--- config.mk ---
export PLATFORM = sky130hd
export DESIGN_NAME = ccc_div
export DESIGN_NICKNAME = d
export VERILOG_FILES = /design/src/rtl/ccc_pkg.sv /design/src/rtl/ccc_div.sv
export SDC_FILE = /design/constraint.sdc
export NUM_CORES = 2
export LEC_CHECK = 0
export CORE_AREA = 8 8 644 646
export CTS_CLUSTER_DIAMETER = 60
export DETAILED_ROUTE_END_ITERATION = 8
export DIE_AREA = 0 0 652 654
export DONT_BUFFER_PORTS = 1
export PLACE_DENSITY = 0.54
export SETUP_SLACK_MARGIN = 0.2
export SLEW_MARGIN = 20
export SYNTH_ARGS = -nofsm -noshare
export SYNTH_HDL_FRONTEND = slang
export SYNTH_SLANG_ARGS = --single-unit
export TNS_END_PERCENT = 1
--- constraint.sdc ---
create_clock -name clk -period 5.1 [get_ports clk]
set_input_delay 0.765 -clock clk [delete_from_list [all_inputs] [get_ports clk]]
set_output_delay 0.765 -clock clk [all_outputs]
set_load 0.03 [all_outputs]
--- src/rtl/ccc_pkg.sv ---
// Shared types and constants for the circle-circle collision pipeline.
`default_nettype none
package ccc_pkg;

  localparam int unsigned SQRT_STAGES = 32;
  localparam int unsigned DIV_STAGES  = 15;
  localparam int unsigned DIV_LANES   = 2;

  localparam logic [15:0] THR_RESET = 16'd4295;
  localparam logic [15:0] ONE_Q14   = 16'd16384;

  // Side information that travels with an item through the root and divide stages.
  typedef struct packed {
    logic        hit;
    logic        coin;
    logic        neg_x;
    logic        neg_y;
    logic [31:0] ux;
    logic [31:0] uy;
    logic [31:0] r;
  } ctx_t;

  typedef struct packed {
    logic        hit;
    logic [15:0] normal_x;
    logic [15:0] normal_y;
    logic [31:0] penetration;
  } res_t;

endpackage
`default_nettype wire

--- src/rtl/ccc_div.sv ---
// Pipelined rounded divide of both normal components by the distance.
`default_nettype none
module ccc_div (
  input  wire logic          clk,
  input  wire logic          rst_n,
  input  wire logic          en,
  input  wire logic          in_valid,
  input  wire logic [31:0]   in_d,
  input  wire ccc_pkg::ctx_t in_ctx,
  output logic               out_valid,
  output logic [14:0]        out_qx,
  output logic [14:0]        out_qy,
  output logic [31:0]        out_d,
  output ccc_pkg::ctx_t      out_ctx
);

  localparam int unsigned N = ccc_pkg::DIV_STAGES;
  localparam int unsigned L = ccc_pkg::DIV_LANES;

  // entry stage: numerator = mag * 2^14 + d/2
  logic          v0_r;
  logic [45:0]   num0_r [L];
  logic [31:0]   d0_r;
  ccc_pkg::ctx_t ctx0_r;

  logic [N-1:0]  v_r;
  logic [31:0]   rem_r  [N][L];
  logic [14:0]   low_r  [N][L];
  logic [14:0]   q_r    [N][L];
  logic [31:0]   d_r    [N];
  ccc_pkg::ctx_t ctx_r  [N];

  logic [31:0]   mag      [L];
  logic [45:0]   num_nxt  [L];
  logic [31:0]   rem_p    [N][L];
  logic [14:0]   low_p    [N][L];
  logic [14:0]   q_p      [N][L];
  logic [31:0]   d_p      [N];
  ccc_pkg::ctx_t ctx_p    [N];
  logic [32:0]   rem_sh   [N][L];
  logic [31:0]   rem_nxt  [N][L];
  logic [14:0]   low_nxt  [N][L];
  logic [14:0]   q_nxt    [N][L];

  always_comb begin
    mag[0] = in_ctx.ux;
    mag[1] = in_ctx.uy;
    for (int l = 0; l < L; l++) begin
      num_nxt[l] = {mag[l], 14'd0} + {15'd0, in_d[31:1]};
    end
  end

  always_comb begin
    for (int l = 0; l < L; l++) begin
      rem_p[0][l] = {1'b0, num0_r[l][45:15]};
      low_p[0][l] = num0_r[l][14:0];
      q_p[0][l]   = '0;
    end
    d_p[0]   = d0_r;
    ctx_p[0] = ctx0_r;
    for (int s = 1; s < N; s++) begin
      for (int l = 0; l < L; l++) begin
        rem_p[s][l] = rem_r[s-1][l];
        low_p[s][l] = low_r[s-1][l];
        q_p[s][l]   = q_r[s-1][l];
      end
      d_p[s]   = d_r[s-1];
      ctx_p[s] = ctx_r[s-1];
    end
  end

  always_comb begin
    for (int s = 0; s < N; s++) begin
      for (int l = 0; l < L; l++) begin
        rem_sh[s][l] = {rem_p[s][l], low_p[s][l][14]};
        if (rem_sh[s][l] >= {1'b0, d_p[s]}) begin
          rem_nxt[s][l] = 32'(rem_sh[s][l] - {1'b0, d_p[s]});
          q_nxt[s][l]   = {q_p[s][l][13:0], 1'b1};
        end else begin
          rem_nxt[s][l] = rem_sh[s][l][31:0];
          q_nxt[s][l]   = {q_p[s][l][13:0], 1'b0};
        end
        low_nxt[s][l] = {low_p[s][l][13:0], 1'b0};
      end
    end
  end

  always_ff @(posedge clk) begin
    if (!rst_n) begin
      v0_r <= 1'b0;
      v_r  <= '0;
    end else if (en) begin
      v0_r <= in_valid;
      v_r  <= {v_r[N-2:0], v0_r};
    end
  end

  always_ff @(posedge clk) begin
    if (en) begin
      for (int l = 0; l < L; l++) begin
        num0_r[l] <= num_nxt[l];
      end
      d0_r   <= in_d;
      ctx0_r <= in_ctx;
      for (int s = 0; s < N; s++) begin
        for (int l = 0; l < L; l++) begin
          rem_r[s][l] <= rem_nxt[s][l];
          low_r[s][l] <= low_nxt[s][l];
          q_r[s][l]   <= q_nxt[s][l];
        end
        d_r[s]   <= d_p[s];
        ctx_r[s] <= ctx_p[s];
      end
    end
  end

  assign out_valid = v_r[N-1];
  assign out_qx    = q_r[N-1][0];
  assign out_qy    = q_r[N-1][1];
  assign out_d     = d_r[N-1];
  assign out_ctx   = ctx_r[N-1];

endmodule
`default_nettype wire

### Yosys cells after proc, flatten, opt, wreduce, memory -nomap -nowiden

Memories as Yosys holds them, arrays and structs flattened.
Index checks and enable logic that the tools add are counted.

| operators by class | value |
|---|---|
| add/subtract/negate cells | 32 |
| multiply operators | 0 |
| div/mod/pow operators | 0 |
| magnitude comparators | 30 |
| equality and inequality tests | 0 |
| shifts and indexed selects | 0 |
| mux-type cells | 62 |
| bitwise logic cells | 0 |
| reduce and logical (&&, ||, !) cells | 0 |

Operator list:

| cell | number |
|---|---|
| $mux W32 | 30 |
| $sub A32 B32 Y32 | 30 |
| $ge A33 B32 Y1 | 28 |
| $add A46 B31 Y46 | 2 |
| $ge A32 B32 Y1 | 2 |
| $mux W1 | 32 |

| word-level totals | value |
|---|---|
| register bits after elaboration | 148 |
| latch bits | 0 |
| memory bits (writable) | 3902 |
| bits in read-only memories | 0 |
| input port bits | 136 |
| output and inout port bits | 163 |
| word-level logic and storage cells | 140 |
| memories | 6 |

Memory list:

| name | words | width | read ports | clocked after Yosys merged registers in | wr ports | line | text |
|---|---|---|---|---|---|---|---|
| ctx_r | 15 | 100 | 15 | 0 | 15 | ccc_div.sv:31 | `ccc_pkg::ctx_t ctx_r [N];` |
| rem_r | 15 | 64 | 14 | 0 | 15 | ccc_div.sv:27 | `logic [31:0] rem_r [N][L];` |
| d_r | 15 | 32 | 15 | 0 | 15 | ccc_div.sv:30 | `logic [31:0] d_r [N];` |
| q_r | 15 | 30 | 15 | 0 | 15 | ccc_div.sv:29 | `logic [14:0] q_r [N][L];` |
| low_r | 15 | 28 | 14 | 0 | 15 | ccc_div.sv:28 | `logic [14:0] low_r [N][L];` |
| num0_r | 2 | 46 | 2 | 0 | 2 | ccc_div.sv:22 | `logic [45:0] num0_r [L];` |

### Depth between registers and ports, before layout

An unclocked memory read counts as a cell.

| logic depth | value |
|---|---|
| depth after elaboration | 3 |
| depth in mapped cells | 15 |
| gate-level depth less buffers | 13 |

### Worst setup path before layout

Ideal clock, no wire load.

| timing | value |
|---|---|
| path kind | input to register |
| start | input port in_d[15] |
| end | memory num0_r[1][40] (netlist: num0_r[0][86]) (data pin) |
| library setup time | 0.258 ns |
| arrival | 3.276 ns |
| required time | 4.842 ns |
| setup slack | 1.566 ns |
| stages on the path | 12 |
| path buffers | 0 |
| path through | ha_1 > fa_1 > a21o_1 > a21oi_1 > o21bai_1 > a2111oi_0 > o31ai_1 > a41o_1 > a21oi_1 > nor2_1 > nand4_1 > xnor2_1 |

RTL lines:

| what | line | text |
|---|---|---|
| start: declaration | ccc_div.sv:8 | `input wire logic [31:0] in_d,` |
| end: declaration | ccc_div.sv:22 |  |

==> metrics.md <==
| Metric | Value |
|---|---|
| Status | `completed` |
| Antenna violations before repair | `30` |
| Crit path required time | `between 5 and 6 ns` |
| Achievable Freq | `about 220 MHz` |
| Synth top area share | `about three fifths` |
| First-pass GRT wire length | `approximately 630000 um` |
| Met3 global-route usage | `between 2 and 3%` |
| Crit share post-route | `89.8%` |
| Met2 Track Usage GR | `a little under a third` |
| Mapped cell area | `0.161 mm^2` |
| Pin count of the biggest net entering global routing | `254` |
| Die area | `0.426 mm^2` |
| Most frequent cells after synthesis | `edfxtp_1, ha_1, a21oi_1` |
| Worst path arrival time | `5.25 ns` |
| Worst setup SP type | `flip-flop` |
| CTS buffer count | `approximately 390` |
| WS Path Type | `flip-flop to flip-flop` |
| Internal | `72.8 mW` |
| Reg-to-Reg End | `rem_r[0][227]$_DFFE_PP_` |
| Core area | `~0.4 mm^2` |
| Post-route ant nets | `0` |
| Flop-to-flop setup slack | `~0.52 ns` |
| Net Sw Power | `42.3 mW` |
| Warnings, synthesis | `0` |
| Cell taking the most area after synthesis | `edfxtp_1` |
| Deepest clock path buffer count | `4` |
| Fin Hold WS | `0.115 ns` |
| Slew @ Worst Pin | `roughly 1.1 ns` |
| Design area | `0.183 mm^2` |
| Final HPWL from detailed placement | `328000 um` |
| Worst Clk Skew | `0.0784 ns` |
| Synthesized Nets | `about 13k` |
| CTS H-tree lvls | `5` |
| Iter 0 DRT Violations | `8634` |
| Boundary Pins | `299` |
| Number of remaining DRC errors | `0` |
| DIE HEIGHT | `654 um` |
| Die width | `652 um` |
| Congestion Overflow GR | `0` |
| GR Layer Usage met1 | `28.0%` |
| Leak | `slightly below 70 nW` |
| Seq/Total Area, Yosys | `62.0%` |
| Worst Hold Depth | `3` |
| Vias per cell | `5.38` |
| Worst vdd ir | `0.295 mV` |
| GPL Wtd Cong | `0.908` |
| Sw Ratio | `36.7%` |
| Primary FF master, synth | `edfxtp_1` |
| Number of global-route vias before repair | `slightly below 100k` |
| Most common cell in the synthesized netlist | `edfxtp_1` |
| Sequential share of power | `36.6%` |
| Effective utilization at floorplan | `39.8%` |
| Postcts setup bufs | `0` |
| Total negative setup slack | `0 ns` |
| Clk Latency, worst-skew pair | `approximately 0.99 ns` |
| Ys async rst share | `0%` |
| Rel. slew slack | `~24%` |
| Root Driver | `clkbuf_16` |
| DR WL/cell | `23.5 um` |
| Clock Power Share | `24.3%` |
| Place WS | `-0.221 ns` |
| Total track usage | `between 10% and 20%` |
| Comb power frac | `about two fifths` |
| Post-synth EDFFs | `3312` |
| Post-synthesis cell type count | `91` |
| Layer with the highest usage | `met2` |
| Final setup fails | `0` |
| Routed Wire Length | `about 430000 um` |
| Synth top area cells | `edfxtp_1, ha_1, mux2_2` |
| Hold Crit Class | `input pin to flip-flop` |
| Min Tclk post-route | `4.58 ns` |
| Port Buf Inserts | `0` |
| Synthesis-to-layout area growth | `13.7%` |
| FF-to-FF path depth | `13` |
| Final design utilization | `45.2%` |
| Crit end category | `flip-flop` |
| PD cells | `629 mW/mm^2` |
| Cells after DPL | `17.6k` |
| Share of layout cells above drive strength 1 | `9.78%` |
| Pins over their slew limit | `0` |
| Layout Cells excl Fill | `18.5k` |
| Hold Path End | `num0_r[0][82]$_DFFE_PP_` |
| Clock Sinks | `3328` |
| DR pass1 iterations | `6` |
| Via count | `approximately 100k` |
| Worst r2r src | `d_r[0][65]$_DFFE_PP_` |
| Hold Crit Start | `in_ctx[53]` |
| Clk pin slew, worst setup/hold paths | `0.06 ns` |
| Post-Syn Instances | `roughly 12k` |
| Post-Syn Area per Cell | `13.1 um^2` |
| Overall Power | `about 120 mW` |
| Worst Slack Setup Final | `0.518 ns` |
| CP max FO | `31` |
| Max-cap violations | `0` |
| RSZ-0062 raised after global routing | `true` |
| Placed instance area | `roughly 0.17 mm^2` |
| Row count | `234` |
| Final nets | `13.8k` |
| TritonCTS clock tree | `built` |
| Final hold viol count | `0` |
| #FFs+latches synth | `3328` |
[power by group through the flow]
stage | sequential, mW | clock [mW] | combinational (mW)
floorplan | 39.9 | 0 | 32.0
global placement | 42.8 | 0 | 44.2
detailed placement | 42.8 | 0 | 44.4
CTS | 42.3 | 28.9 | 44.9
global route | 42.5 | 29.9 | 49.5
finish | 42.1 | 27.9 | 45.1
[what timing repair did]
item / 4_1_cts / 5_1_grt
resized for setup: 0 / 1
endpoints found under the setup margin: 0 / 20
hold buffers: 135 / 0
hold endpoints to repair: 303 / 0
[cell families (layout without fill, tap and decap cells)]
kind of cell	count (synthesis)	count (layout)	share of synthesized area [%]
adder cells (fa/ha/maj)	1010	1010	7.99
XOR/XNOR	807	807	4.39
AND/OR/NAND/NOR	2492	2492	7.37
AO/OA/AOI/OAI	3165	3165	12.4
flip-flops	3328	3328	62.0
other	0	18	0
buffers and inverters	1024	1726	2.44
multiplexers	496	496	3.43
[cell type report]
type,instances,area (um^2)
Antenna cell,18,45.0
Inverter,724,2720
Clock buffer,441,10100
Multi-Input combinational cell,7970,57500
Timing Repair Buffer,272,3090
Fill cell,36500,222000
Sequential cell,3328,99800
Tap cell,5428,6790
Clock inverter,289,3010
[state kept, by name, summed over array words and instances, names as in the netlist]
register,flops
rem_r,896
v_r,15
ctx0_r,100
d0_r,32
d_r,480
q_r,240
num0_r,64
v0_r,1
ctx_r,1500
[layout by cell type (no fill, tap or decap), drive strengths merged, types with 138 or more instances in the layout]
cell type / synthesis / routed
mux2: 438 / 438
o21ai: 752 / 752
clkinv: 1 / 179
nor2b: 153 / 153
buf: 56 / 138
nand2: 796 / 796
xnor2: 512 / 512
nand4: 187 / 187
a21o: 483 / 483
inv: 723 / 776
clkbuf: 244 / 441
a21oi: 968 / 968
o21bai: 145 / 145
xor2: 295 / 295
nand3: 167 / 167
edfxtp: 3312 / 3312
o21a: 152 / 152
ha: 980 / 980
nor2: 616 / 616
[worst max-delay path: stages (launching register included)]
cell	delay [ns]
edfxtp_1	0.50
inv_1	0.11
ha_1	0.40
nor2b_1	0.19
o31a_1	0.20
o31a_1	0.20
o21ai_0	0.22
o31a_1	0.45
and2_1	0.23
o31ai_1	0.41
a31oi_1	0.23
o21ai_4	0.22
buf_4	0.44
mux2_2	0.41
[metal layers]
layer | vias up | wire [um]
li1 | 47400 | -
met1 | 48700 | 202000
met3 | 584 | 20400
met2 | 2534 | 199000
met5 | - | 41
met4 | 6 | 11400
[worst max-delay path by stage]
stage                                         end                   from  cells after the start
after floorplan           num0_r[0][86]$_DFFE_PP_               in_d[15]                     12
after global placement    rem_r[1][334]$_DFFE_PP_                     en                      5
after detailed placement      v_r[6]$_SDFFE_PN0P_                     en                      7
after CTS                 rem_r[1][133]$_DFFE_PP_   d_r[1][33]$_DFFE_PP_                     13
after global routing      rem_r[0][330]$_DFFE_PP_  d_r[0][129]$_DFFE_PP_                     14
final                     rem_r[0][227]$_DFFE_PP_   d_r[0][65]$_DFFE_PP_                     13
Power figures use the tool's default switching activity.
