File: src/rtl/ccc_pkg.sv
// Shared types and constants for the circle-circle collision pipeline.
`default_nettype none
package ccc_pkg;

  localparam int unsigned SQRT_STAGES = 32;
  localparam int unsigned DIV_STAGES  = 15;
  localparam int unsigned DIV_LANES   = 2;

  localparam logic [15:0] THR_RESET = 16'd4295;
  localparam logic [15:0] ONE_Q14   = 16'd16384;

  // Side information that travels with an item through the root and divide stages.
  typedef struct packed {
    logic        hit;
    logic        coin;
    logic        neg_x;
    logic        neg_y;
    logic [31:0] ux;
    logic [31:0] uy;
    logic [31:0] r;
  } ctx_t;

  typedef struct packed {
    logic        hit;
    logic [15:0] normal_x;
    logic [15:0] normal_y;
    logic [31:0] penetration;
  } res_t;

endpackage
`default_nettype wire

File: src/rtl/ccc_skid.sv
// Two-entry output buffer that decouples the pipeline from the result channel.
`default_nettype none
module ccc_skid (
  input  wire logic          clk,
  input  wire logic          rst_n,
  input  wire logic          push,
  input  wire ccc_pkg::res_t push_data,
  input  wire logic          pop_ready,
  output logic               full,
  output logic               out_valid,
  output ccc_pkg::res_t      out_data
);

  ccc_pkg::res_t buf_r [2];
  logic          wr_ptr_r, wr_ptr_nxt;
  logic          rd_ptr_r, rd_ptr_nxt;
  logic [1:0]    cnt_r, cnt_nxt;
  logic          pop;

  assign out_valid = (cnt_r != 2'd0);
  assign full      = (cnt_r == 2'd2);
  assign pop       = out_valid & pop_ready;
  assign out_data  = buf_r[rd_ptr_r];

  always_comb begin
    wr_ptr_nxt = push ? ~wr_ptr_r : wr_ptr_r;
    rd_ptr_nxt = pop  ? ~rd_ptr_r : rd_ptr_r;
    cnt_nxt    = 2'(cnt_r + {1'b0, push} - {1'b0, pop});
  end

  always_ff @(posedge clk) begin
    if (!rst_n) begin
      wr_ptr_r <= 1'b0;
      rd_ptr_r <= 1'b0;
      cnt_r    <= 2'd0;
    end else begin
      wr_ptr_r <= wr_ptr_nxt;
      rd_ptr_r <= rd_ptr_nxt;
      cnt_r    <= cnt_nxt;
    end
  end

  always_ff @(posedge clk) begin
    if (push) begin
      buf_r[wr_ptr_r] <= push_data;
    end
  end

endmodule
`default_nettype wire

File: config.mk
export PLATFORM = sky130hd
export DESIGN_NAME = ccc_skid
export DESIGN_NICKNAME = d
export VERILOG_FILES = /design/src/rtl/ccc_pkg.sv /design/src/rtl/ccc_skid.sv
export SDC_FILE = /design/constraint.sdc
export NUM_CORES = 1
export LEC_CHECK = 0
export BUFFER_PORTS_ARGS = -buffer_cell sky130_fd_sc_hd__clkbuf_2
export CORE_ASPECT_RATIO = 2
export CORE_MARGIN = 2
export CORE_UTILIZATION = 40
export DETAILED_ROUTE_END_ITERATION = 8
export PLACE_DENSITY = 0.71
export RECOVER_POWER = 50
export SYNTH_ARGS = -nofsm -noshare
export SYNTH_HDL_FRONTEND = slang
export SYNTH_SLANG_ARGS = --single-unit
export TNS_END_PERCENT = 5
File: constraint.sdc
create_clock -name clk -period 7.6 [get_ports clk]
set_clock_uncertainty 0.15 [all_clocks]
set_input_delay 1.9 -clock clk [delete_from_list [all_inputs] [get_ports clk]]
set_output_delay 1.9 -clock clk [all_outputs]
set_load 0.05 [all_outputs]
# Word-level counts from Yosys, hierarchy flattened
# Memories as Yosys holds them, arrays and structs flattened. A register that Yosys moved wholly into a read port is not among the register bits.
# Cells that the tools add are included.
# Widths: inputs -> output; s select.
[totals]
ff_bits = 4
ramBits = 130
inputBits = 69
wordCells = 15
n_memories = 1
[classes]
add_sub_neg = 2
eq_ne = 1
mux = 4
bitwise_logic = 3
n_reduce_logical = 1
[mem_list]
columns = ["memory", "words", "word_bits", "read_ports", "rd_ports_with_merged_regs", "wr", "line_no", "text"]
rows = [
  ["buf_r", 2, 65, 1, 1, 1, "ccc_skid.sv:14", "ccc_pkg::res_t buf_r [2];"],
]
[op_table]
columns = ["cell", "n"]
rows = [
  ["$mux 1", 4],
  ["$add 2x1->2", 1],
  ["$eq 2x2->1 const B", 1],
  ["$not 1->1", 2],
  ["$reduce_bool 2->1", 1],
  ["$sub 2x1->2", 1],
  ["$and 1x1->1", 1],
]

# Depth between registers and ports, before layout
# Gate-level depths: netlist of the first run.
[depth]
depth_word = 4
mapped_depth = 6
ltp_nobuf = 6

# Worst setup path before layout of the first run
# OpenSTA, ideal clock, no wires.
[synth_timing]
kind = "in2reg"
start = "in push"
end = "mem buf_r[0][0] (netlist bit), enable pin"
setup_time_ns = 0.497
t_arrival_ns = 4.788
setup_slack_ns = 2.165
cell_stages = 1
n_path_buf = 0
cell_sequence = "nor2b_1"
[synth_via]
elab_chain_len = 2
[synth_lines]
columns = ["element", "line_no", "text"]
rows = [
  ["start: declaration", "ccc_skid.sv:6", "input wire logic push,"],
  ["$mux 1", "ccc_skid.sv:44", "if (push) begin"],
  ["$mux 1 (implied by the code)", "ccc_skid.sv:45", "buf_r[wr_ptr_r] <= push_data;"],
  ["end: declaration", "ccc_skid.sv:14", ""],
]
# Every way passes these cells.

# Worst setup path in the final report of the first run
[layout_timing]
start = "in push"
end = "mem buf_r[0][10] (netlist bit), enable pin"
# Same word-level chain as after synthesis.

==> results by stage, run 1 <==
Synth:
- The predominant post-synthesis flop cell is sky130_fd_sc_hd__edfxtp_1.
- Yosys instantiated no cell more often than sky130_fd_sc_hd__edfxtp_1.
- In this run, synthesis produced a sequential element count of 135.
- The mean cell area of the mapped netlist is 22.8 µm².
- The post-synthesis async set-or-reset flop share is 0.
- The post-synthesis cell type count is 16.
- Sorting the synthesized cells by area gives the leading types as sky130_fd_sc_hd__edfxtp_1 (76%), sky130_fd_sc_hd__mux2_4 (15%), sky130_fd_sc_hd__mux2_2 (3.3%).
- The cell count after synthesis is 225.
- The sequential element share of the synthesized area is 0.779.
- The number of flops mapped to enable cells by yosys is 130.
- The synthesized netlist net count is ~300.
- Sorting the synthesized cells by how often they occur yields sky130_fd_sc_hd__edfxtp_1 (130), sky130_fd_sc_hd__mux2_4 (50), sky130_fd_sc_hd__mux2_2 (15), sky130_fd_sc_hd__buf_6 (6), sky130_fd_sc_hd__dfxtp_1 (5).
- The top-area cell type share of the netlist area is 0.759.
- The cell area after synthesis is 5140 µm².
- The cell type with the highest aggregate area in the netlist is sky130_fd_sc_hd__edfxtp_1.
- During synthesis, Yosys emitted a total of 0 warnings.

STA:
- The number of pins with negative max-slew slack in the final report is 24.
- Setup repair after global routing left no endpoint under its margin.
- The maximum clock rate is 0.224 GHz.
- The worst hold slack after final layout is between 300 and 400 ps.
- The summed negative setup slack over all endpoints is 0 ps.
- The worst path needs 4460 ps of the cycle, external delays included.
- Setup violations remaining at the end of the flow were counted as 0.
- In the finished design, the share of the clock period the worst path needs comes to 0.587.
- Headroom to the max-slew limit came out at -0.349.
- The number of failing hold endpoints at the final stage was 0.
- The measured slew at the worst slew-check pin is between 2000 and 2500 ps.

Setup path:
- The worst register-to-register path has a depth of 2.
- The setup path with the least slack is of type input port to flop.
- The critical path runs through a total of 3 cells.
- The family with the most delay on the worst path is simple AND/OR/NAND/NOR gates.
- The arrival time at the worst endpoint is about 4400 ps.
- The signal on the critical path passes through clkbuf_1 > nor2b_1 > buf_4.
- The worst setup path is captured at a flop.
- Together, buffers and inverters on the worst path number 2.
- STA classifies the critical path startpoint as an input port.
- The stage delay of the slowest cell on the critical path is around 1500 ps.
- At the worst endpoint, the required time is 7490 ps.
- Of all nets on the critical path, the largest fanout is 44.
- For this design, the slowest cell found on the critical path is sky130_fd_sc_hd__nor2b_1.

Floorplanning:
- The die is 164 µm tall.
- The effective utilization at floorplan is 0.409.
- The horizontal die dimension is 84.2 µm.
- The number of top-level pins is between 100 and 150.
- The core region area is roughly 13000 µm².
- The die area is 13800 µm².
- The site row count is 58.

Min path:
- In this run the worst hold path is classified as flop to flop.
- The number of cells on the worst hold path is 2.

Clock tree:
- The longest clock path from root to sink contains 2 buffers.
- Clock tree synthesis inserted a total of 17 buffers.
- The number of H-tree levels is 4.
- After clock tree synthesis, the flow added hold-fix buffers numbering 0.
- The clock-pin slew reported for the worst setup and hold paths after clock tree synthesis is 50 ps.
- The total number of clock tree sinks is 135.
- In this run the post-CTS setup repair buffer count came out at 0.
- The clock root buffer is sky130_fd_sc_hd__clkbuf_16.
- The clock latency on the worst-skew pair is 400 ps.
- The CTS tree is built.
- Gates resized during post-CTS repair numbered 0.

Global routing:
- The via count of the first global-routing pass is 2752.
- The overall global routing resource usage is 0.135.
- Entering global routing, the biggest net connects 66 pins.
- The first global-routing pass estimated around 14000 µm of wire.
- The overall overflow remaining after global route is 0.
- The initial antenna violation count was 1.

Finish:
- In the final layout, flip-flops and latches occupy 4010 µm².
- The filler cell count is 1081.
- Summing all multi-input logic gate instances after layout gives between 1000 and 1500 µm².
- The non-filler instance count after layout is about 540.
- The post-layout net count is 445.
- Compared with the post-synthesis result, the final layout area differs by 26.4%.
- In the final layout, the share of cells above drive strength 1 is 0.488.

Power:
- For this design the ratio of total power to cell area is 359 nW/µm².
- The analysis attributes to cell leakage a power of 0.00247 µW.
- The peak ir drop on the vdd network is 0.257 mV.

Routing:
- Using the TritonRoute via totals, the vias-per-cell ratio works out to 4.66.
- The detailed-router iteration count before antenna repair is 4.
- The post-detailed-route DRC marker count is 0.
- The routed via count is 2508.
- The detailed-route wire length is 9110 µm.
- Dividing the detail-routed wire length by the instance count gives roughly 17 µm.
- The DRC marker count from the first detailed-route iteration is 71.
- Once detail routing completed, the nets flagged for antenna violations numbered 0.

Run status:
- The final reports fail on max-capacitance violations, max-slew violations.
- The run finished, with violations left.

Place:
- The number of placed cells counting well taps is 505.
- The post-DP HPWL is 6310 µm.
- During placement, the flow inserted port buffers numbering roughly 140.
- At the end of routability-driven placement, the weighted congestion stood at around 0.74.

Job:
- Max-cap violations in this run came to 2.
-- sequential cells by signal, summed over array words and instances (netlist names), named ones only --
name      count
cnt_r         2
buf_r       130
wr_ptr_r      1
rd_ptr_r      1
-- worst reg2reg max path: stages, from the launching register on --
cell                      delay (ps)
sky130_fd_sc_hd__dfxtp_1         310
sky130_fd_sc_hd__nor2b_1        1500
sky130_fd_sc_hd__buf_4           730
-- layout by cell type (no fill, tap or decap) --
master,count
sky130_fd_sc_hd__and2_0,1
sky130_fd_sc_hd__and2_1,1
sky130_fd_sc_hd__buf_4,2
sky130_fd_sc_hd__bufinv_16,3
sky130_fd_sc_hd__clkbuf_1,46
sky130_fd_sc_hd__clkbuf_16,17
sky130_fd_sc_hd__clkbuf_2,90
sky130_fd_sc_hd__clkinv_1,1
sky130_fd_sc_hd__clkinv_2,1
sky130_fd_sc_hd__clkinv_4,2
sky130_fd_sc_hd__clkinvlp_4,3
sky130_fd_sc_hd__dfxtp_1,4
sky130_fd_sc_hd__dfxtp_4,1
sky130_fd_sc_hd__diode_2,1
sky130_fd_sc_hd__edfxtp_1,130
sky130_fd_sc_hd__ha_1,2
sky130_fd_sc_hd__inv_1,2
sky130_fd_sc_hd__inv_6,4
sky130_fd_sc_hd__mux2_2,15
sky130_fd_sc_hd__mux2_4,50
sky130_fd_sc_hd__mux2i_1,2
sky130_fd_sc_hd__nand2_1,1
sky130_fd_sc_hd__nand2b_1,1
sky130_fd_sc_hd__nor2b_1,4
sky130_fd_sc_hd__o21a_1,2
sky130_fd_sc_hd__or2_2,1
sky130_fd_sc_hd__xnor3_1,1
-- layer usage --
metal | routed length [µm] | GRT usage
met3 | 483 | 0.0487
met5 | 0 | 0
met2 | 5560 | 0.258
met1 | 2820 | 0.117
met4 | 243 | 0.0784
-- where the power goes --
group	internal, µW	switching, µW
combinational	208	374
sequential	867	65.7
clock	519	300
-- area by class of cell --
cell class / instances / area share
repair buffers: 137 / 0.0976
inverters: 2 / 0.00116
flip-flops and latches: 135 / 0.617
multi-input cells: 81 / 0.162
clock buffers: 18 / 0.0660
diodes: 1 / 0.000385
well taps: 150 / 0.0289
clock inverters: 14 / 0.0268
-- stage by stage --
step | area (µm²) | setup WS [ps] | power (µW) | utilization
floorplan | 5140 | 2160 | 1430 | -
global placement | 5960 | 3780 | 1530 | 0.475
detailed placement | 5960 | 3740 | 1540 | 0.475
CTS | 6560 | 3300 | 2370 | 0.523
global route | 6500 | 2810 | 2420 | 0.517
finish | 6500 | 3140 | 2330 | 0.518
-- logic make-up after synthesis --
family	Yosys count	synth area share
buffers and inverters	9	0.0156
XOR/XNOR	1	0.00438
adder cells (fa/ha/maj)	2	0.00487
AND/OR/NAND/NOR	9	0.0105
multiplexers	67	0.183
AO/OA/AOI/OAI	2	0.00292
flip-flops	135	0.779
-- path summary, 6_finish.rpt --
check / to / start / slack, ps
hold reg to reg: rd_ptr_r / rd_ptr_r / 330
setup reg to reg: buf_r[0][10] / wr_ptr_r / 4530
setup / recovery: buf_r[0][10] / push / 3140
hold / removal: rd_ptr_r / rd_ptr_r / 330
Note: power is estimated with default switching activity, not from simulation.
==> run 2, diff against run 1 <==
==> constraint.sdc (replaced) <==
create_clock -name clk -period 4.2 [get_ports clk]
set_clock_uncertainty 0.15 [all_clocks]
set_input_delay 1.05 -clock clk [delete_from_list [all_inputs] [get_ports clk]]
set_output_delay 1.05 -clock clk [all_outputs]
set_load 0.05 [all_outputs]
==> run 2 against run 1 <==
  * Sequential power is 76% higher
  * Register-to-register slack worse by 2800 ps
  * Critical path type is now flop to primary output
  * The run still ends with max-capacitance violations, max-slew violations left
  * Cell count stayed put
  * Critical endpoint is now out_data[64]
  * Clock power is 86% higher
  * Setup slack worse by 2200 ps
  * Worst hold slack better by 1.6 ps
  * Largest power group unchanged
==> results by stage, run 2 (synthesized netlist as in run 1, its figures left out) <==
Routing:
- For this run, design rule violations remaining after detail routing come to 0.
- The detailed-route wire length is just over 9000 µm.
- The detail-routed net length per standard cell is between 15 and 20 µm.
- The routed via count is roughly 2600.
- The residual antenna-violating net count after detailed routing is 0.
- The first detailed-routing pass took 5 iterations.
- After detailed routing, the number of vias per cell comes to 4.81.
- The DRC marker count from the first detailed-route iteration is 65.

Clock tree:
- The total number of clock tree sinks is 135.
- Clock latency on the worst-skew pair, taken at its later pin, is 400 ps.
- The hold buffer count at CTS is 0.
- The H-tree was split into 4 levels.
- The root buffer cell chosen for the clock tree is sky130_fd_sc_hd__clkbuf_16.
- After clock tree synthesis, the clock-pin slew on the worst setup and hold paths is 50 ps.
- The clock tree buffer depth is 2.
- The post-CTS repair timing setup buffer count is 0.
- TritonCTS built the clock tree.
- Clock tree synthesis inserted a total of 17 buffers.
- Post-CTS repair changed the size of 0 cells.

Setup path:
- The count of buffer and inverter cells on the critical path is 2.
- The largest individual stage delay along the critical path comes from the cell sky130_fd_sc_hd__dfxtp_4.
- The maximum fanout along the worst path is 35.
- By startpoint and endpoint, the worst setup path is classified as flop to primary output.
- The worst setup path is captured at a primary output.
- The cell family contributing the most delay on the critical path is flip-flops.
- The stage delay of the slowest cell on the critical path is slightly below 700 ps.
- The worst setup path is launched from a flop.
- Data on the critical path arrives at its endpoint at 2080 ps.
- For the worst setup path, the data required time is ~3000 ps.
- The critical path goes through buf_12 > mux2_2 > clkbuf_2.

Floorplanning:
- For this configuration, the core starts out at a cell density of 0.409.
- 136 I/O pins were placed.
- The die area is between 10000 and 15000 µm².
- Measured along the y axis, the die boundary spans 164 µm.
- The die is 84.2 µm wide.
- The site row count is 58.
- The core region area is 12600 µm².

Run status:
- The final reports fail on max-capacitance violations, max-slew violations.
- The run finished, with violations left.

Global routing:
- The via count of the first global-routing pass was ~2700.
- The first global-routing pass estimated between 10000 and 15000 µm of wire.
- Across every metal layer, demand over resource in global routing totals 0.134.
- The initial antenna violation count is 2.
- The maximum number of pins on one net before global-route repair is 42.
- The total overflow left after global routing is 0.

Finish:
- From synthesis to final layout, the design area changed by 27.2%.
- The number of diodes is 0.
- buf_r holds more flip-flops than any other register.
- In the layout the commonest cells are sky130_fd_sc_hd__edfxtp_1 (130), sky130_fd_sc_hd__clkbuf_2 (87), sky130_fd_sc_hd__clkbuf_1 (52).
- The share of cells above drive strength 1 is 0.469.
- The leading cell type in the layout, fill and taps excluded is sky130_fd_sc_hd__edfxtp_1.
- The largest registers in the layout are buf_r: 130 flops, cnt_r: 2 flops.
- The post-layout net count is 447.
- The register with the most flip-flops in the layout has 130 of them.

Power:
- The peak ir drop on the vdd network is 0.348 mV.
- For this design the static power due to leakage is about 0.0025 µW.
- For this design the ratio of total power to cell area is 654 nW/µm².

Place:
- The final weighted congestion in routability-driven placement is 0.714.
- The total of buffers placed on input and output ports is around 140.
- The post-DP HPWL is 6260 µm.

STA:
- Setup repair after global routing left no endpoint under its margin.
- The measured slew at the worst slew-check pin is 1990 ps.
- The clock period minus worst slack is 3280 ps.
- The number of failing hold endpoints at the final stage came to 0.
- The number of pins with negative max-slew slack in the final report was slightly below 70.
- Based on the critical path, the design can be clocked at up to approximately 0.31 GHz.
- The summed negative setup slack over all endpoints is 0 ps.
- The share of the clock period used by the worst path is 0.780.
- Headroom to the max-slew limit came out at -0.329.
- The worst hold slack after final layout is around 330 ps.
- Setup violations remaining at the end of the flow were counted as 0.

Min path:
- In this run the worst hold path is classified as flop to flop.

Job:
- The count of max-cap constraint violations is 2.
[run 2: path summary, 6_finish.rpt]
kind	from	end	slack, ps	cells after the start
setup / recovery	flop	out_data[64]	920	3
setup reg to reg	wr_ptr_r	buf_r[0][64]	1700	2
hold / removal	rd_ptr_r	flop	330	2
hold reg to reg	rd_ptr_r	flop	330	2
[run 2: cell type report]
type	instances	area (µm²)
clock buffers	19	433
clock inverters	12	183
fillers	1036	6020
inverters	2	7.51
multi-input cells	81	1060
flip-flops and latches	135	4010
well taps	150	188
repair buffers	139	663
[run 2: metrics by stage]
step / cells / setup slack [ps] / utilization / total power [µW] / instance area, µm²
2_1_floorplan: 225 / 844 / - / 2590 / 5140
3_3_place_gp: 507 / 1340 / 0.478 / 2780 / 6000
3_5_place_dp: 507 / 1300 / 0.478 / 2800 / 6000
4_1_cts: 538 / 868 / 0.527 / 4330 / 6610
5_1_grt: 538 / 815 / 0.521 / 4420 / 6540
6_report: 538 / 922 / 0.521 / 4280 / 6540
[run 2: power breakdown]
part	internal [µW]	total, µW	switching, µW	leakage (µW)
Combinational	378	1110	731	0.000924
Clock	1040	1520	487	0.000297
Sequential	1570	1640	70.8	0.00126
[run 2: worst min-delay path: stages (launching register included)]
cell	delay [ps]
sky130_fd_sc_hd__dfxtp_1	310
sky130_fd_sc_hd__nand2_1	70
sky130_fd_sc_hd__mux2i_1	60
[run 2: layer usage]
layer / vias up / track usage / wire length, µm / part of all wire
li1: 1188 / - / - / -
met1: 1278 / 0.122 / 3080 / 0.34
met2: 85 / 0.241 / 5080 / 0.56
met3: 31 / 0.0503 / 472 / 0.052
met4: 4 / 0.0916 / 416 / 0.046
met5: - / 0 / 27 / 0.0030
==> run 3, diff against run 2 <==
--- a/config.mk
+++ b/config.mk
@@ -5,12 +5,13 @@
 export SDC_FILE = /design/constraint.sdc
 export NUM_CORES = 1
 export LEC_CHECK = 0
+export ABC_AREA = 1
 export BUFFER_PORTS_ARGS = -buffer_cell sky130_fd_sc_hd__clkbuf_2
 export CORE_ASPECT_RATIO = 2
 export CORE_MARGIN = 2
 export CORE_UTILIZATION = 40
 export DETAILED_ROUTE_END_ITERATION = 8
-export PLACE_DENSITY = 0.71
+export PLACE_DENSITY = 0.74
 export RECOVER_POWER = 50
 export SYNTH_ARGS = -nofsm -noshare
 export SYNTH_HDL_FRONTEND = slang
==> constraint.sdc (replaced) <==
create_clock -name clk -period 2.72 [get_ports clk]
set_clock_uncertainty 0.15 [all_clocks]
set_input_delay 0.68 -clock clk [delete_from_list [all_inputs] [get_ports clk]]
set_output_delay 0.68 -clock clk [all_outputs]
set_load 0.05 [all_outputs]
==> run 3 against run 2 <==
  * The flow now finishes without violations
  * Non-clock buffer count grew 4
  * Register-to-register slack lost 960 ps
  * Via count grew 1.2%
  * Clock power grew 56%
  * Largest cell class unchanged
==> results by stage, run 3 <==
Synth:
- The predominant post-synthesis flop cell is sky130_fd_sc_hd__edfxtp_1.
- The cell count after synthesis is 238.
- In the synthesized netlist, the cells that appear most often are sky130_fd_sc_hd__edfxtp_1 (130), sky130_fd_sc_hd__mux2_4 (50), sky130_fd_sc_hd__mux2_2 (15), sky130_fd_sc_hd__nor2_1 (10).
- The most numerous cell in the Yosys netlist is sky130_fd_sc_hd__edfxtp_1.
- The synthesized design contains 130 enable-type register cells.
- In this run the mean area of a mapped cell was 21.6 µm².
- The sequential element share of the synthesized area is 0.780.
- Synthesis instantiated 12 different standard cells from the library.
- The post-synthesis async set-or-reset flop share is 0.
- In this run, synthesis produced a sequential element count of approximately 140.
- In the post-synthesis netlist, the biggest area contributors are sky130_fd_sc_hd__edfxtp_1 (76%), sky130_fd_sc_hd__mux2_4 (15%), sky130_fd_sc_hd__mux2_2 (3.3%).
- The cell area after synthesis is about 5100 µm².
- The synthesized netlist net count is around 300.
- Of the post-synthesis cell area, the dominant cell type holds 0.760.
- The synthesized design spends more area on one cell type than any other, namely sky130_fd_sc_hd__edfxtp_1.
- The total of warnings raised by yosys is 0.

Global routing:
- The global-route wire length before repair is approximately 14000 µm.
- The maximum number of pins on one net before global-route repair is 43.
- The overall global routing resource usage is 0.137.
- Global routing finished with a remaining overflow of 0.
- The initial antenna violation count is 1.
- The via count of the first global-routing pass is 2826.

Setup path:
- The count of buffer and inverter cells on the critical path is 2.
- The worst setup path is captured at a primary output.
- The worst register-to-register path ends at buf_r[0][56].
- The critical setup path kind is flop to primary output.
- Walking the worst path, the cells encountered are buf_12 > mux2_2 > clkbuf_2.
- The critical path runs through a total of 3 cells.
- The startpoint identified for the worst register-to-register timing path is wr_ptr_r.
- The cell count of the worst reg-to-reg path is 2.
- The required time at the endpoint of the critical path is 1890 ps.
- Of all nets on the critical path, the largest fanout is 25.
- On the worst path, the slowest cell contributes a delay of 460 ps.
- The flop-to-flop setup slack is roughly 740 ps.
- The largest individual stage delay along the critical path comes from the cell sky130_fd_sc_hd__dfxtp_4.
- STA classifies the critical path startpoint as a flop.
- Among cell families on the critical path, the largest total delay comes from buffers and inverters.
- The arrival time at the worst endpoint is 1720 ps.

Job:
- Across the run, the number of max-cap violations was 0.

Floorplanning:
- The effective utilization at floorplan is 0.409.
- The number of top-level pins is around 140.
- The overall die height is 164 µm.
- In this run the standard cell core region covers 12600 µm².
- In this run the core area contains just under 60 standard-cell rows.
- The die covers 13800 µm².
- From left edge to right edge, the die measures 84.1 µm.

Clock tree:
- The clock root buffer is sky130_fd_sc_hd__clkbuf_16.
- The clock latency on the worst-skew pair is 400 ps.
- The number of setup buffers added after CTS is 0.
- TritonCTS built the clock tree.
- Clock tree synthesis inserted a total of 17 buffers.
- The clock-pin slew reported for the worst setup and hold paths after clock tree synthesis is 60 ps.
- The clock tree synthesis step divided the H-tree into 4 levels.
- The post-cts gate resize count is 0.
- The total number of clock tree sinks is 135.
- After clock tree synthesis, the flow added hold-fix buffers numbering 0.
- The clock tree buffer depth is 2.

Finish:
- Relative to the synthesized area, the layout overhead comes to 28.4%.
- Of the cells placed in the final design, the portion with a size suffix greater than 1 is 0.490.
- In the layout the commonest cells are sky130_fd_sc_hd__edfxtp_1 (130), sky130_fd_sc_hd__clkbuf_2 (95), sky130_fd_sc_hd__mux2_4 (50).
- The number of flip-flops in the largest register is between 100 and 150.
- Leaving out fill and tap cells, the most frequent cell in the layout is sky130_fd_sc_hd__edfxtp_1.
- For this run, the share of the core covered by cells in the final layout is 0.525.
- The largest registers in the layout are buf_r: 130 flops, cnt_r: 2 flops.
- After the last flow step, the layout net total stands at 464.
- The register ranked first by flip-flop count is buf_r.

Place:
- The post-DP HPWL is 6490 µm.
- Buffers placed on the I/O ports in this run total 135.
- Routability-driven placement finished with a final weighted congestion of approximately 0.7.

Min path:
- The startpoint identified for the worst hold timing path is push_data[40].
- The number of cells on the worst hold path is 1.
- The worst hold path terminates at buf_r[0][40].
- The worst min-delay path category is input port to flop.

STA:
- The maximum clock rate is 0.392 GHz.
- Setup violations remaining at the end of the flow were counted as 0.
- Setup repair after global routing left no endpoint under its margin.
- The number of pins with negative max-slew slack in the final report is 0.
- The number of failing hold endpoints at the final stage is 0.
- Subtracting the final worst setup slack from the clock period gives 2550 ps.
- The worst slew margin relative to its limit is 0.102.
- The summed negative setup slack over all endpoints is 0 ps.
- Dividing the final minimum period by the clock period gives 0.937.
- The measured slew at the worst slew-check pin is roughly 1300 ps.

Routing:
- After detailed routing, the number of remaining DRC violations is 0.
- After detailed routing, no signal wire sits above met5.
- The detailed-routed wire length on met3 is just over 600 µm.
- The first routing iteration left 137 violations.
- The detailed-route wire length is 9330 µm.
- After detailed routing, the average wire length per cell comes to 16.8 µm.
- The residual antenna-violating net count after detailed routing is 0.
- The detailed-router iteration count before antenna repair is 4.
- The average vias per placed instance is about 4.7.
- The routed via count is about 2600.
- The routed length on met1 is approximately 3000 µm.
- The detailed route wirelength on metal2 is about 5600 µm.

Power:
- The total power draw is ~6600 µW.
- In this run the power density over the cells is 1000 nW/µm².
- VDD sags by at most 0.675 mV.
- The static leakage is 0.00257 µW.

Run status:
- The flow ran to the end, and the final reports show no timing, DRC or antenna violations.
[run 3: kinds of logic after synthesis]
logic type / Yosys count / share of synthesized area
muxes: 65 / 0.179
AOI/OAI and AO/OA: 1 / 0.000974
and+or+nand+nor: 20 / 0.0151
buffers and inverters: 15 / 0.0200
adders and majority gates: 2 / 0.00487
DFF: 135 / 0.780
[run 3: metrics by stage]
stage	instances	cell area [µm²]	worst slack, ps	hold WS [ps]
after CTS	556	6640	135	294
final	557	6590	170	311
after global placement	524	6020	594	343
after global routing	556	6590	98.3	291
after detailed placement	524	6020	572	349
after floorplan	238	5140	136	317
[run 3: power breakdown]
group          leakage, µW  switching [µW]  internal (µW)
clock network     0.000300             838           1540
registers          0.00126            59.9           2430
logic              0.00101            1180            562
[run 3: final cells by class]
| cell class | count | area [µm²] |
|---|---|---|
| diodes | 1 | 2.50 |
| clock buffers | 17 | 425 |
| clock inverters | 15 | 196 |
| fillers | 1028 | 5960 |
| inverters | 8 | 30.0 |
| multi-input cells | 88 | 1030 |
| flip-flops and latches | 135 | 4010 |
| well taps | 150 | 188 |
| repair buffers | 143 | 707 |
[run 3: per-layer routing]
metal / vias up / global-route usage
met1: 1285 / 0.120
met5: - / 0
met2: 81 / 0.265
met3: 10 / 0.0578
met4: 2 / 0.0557
li1: 1239 / -
[run 3: worst max path at each step]
| stage | slack (ps) | endpoint | start |
|---|---|---|---|
| floorplan | 140 | buf_r[1][0] | push |
| global placement | 590 | out_data[13] | flop |
| detailed placement | 570 | out_data[13] | flop |
| CTS | 130 | out_data[13] | flop |
| global route | 100 | out_data[3] | flop |
| finish | 170 | out_data[13] | flop |
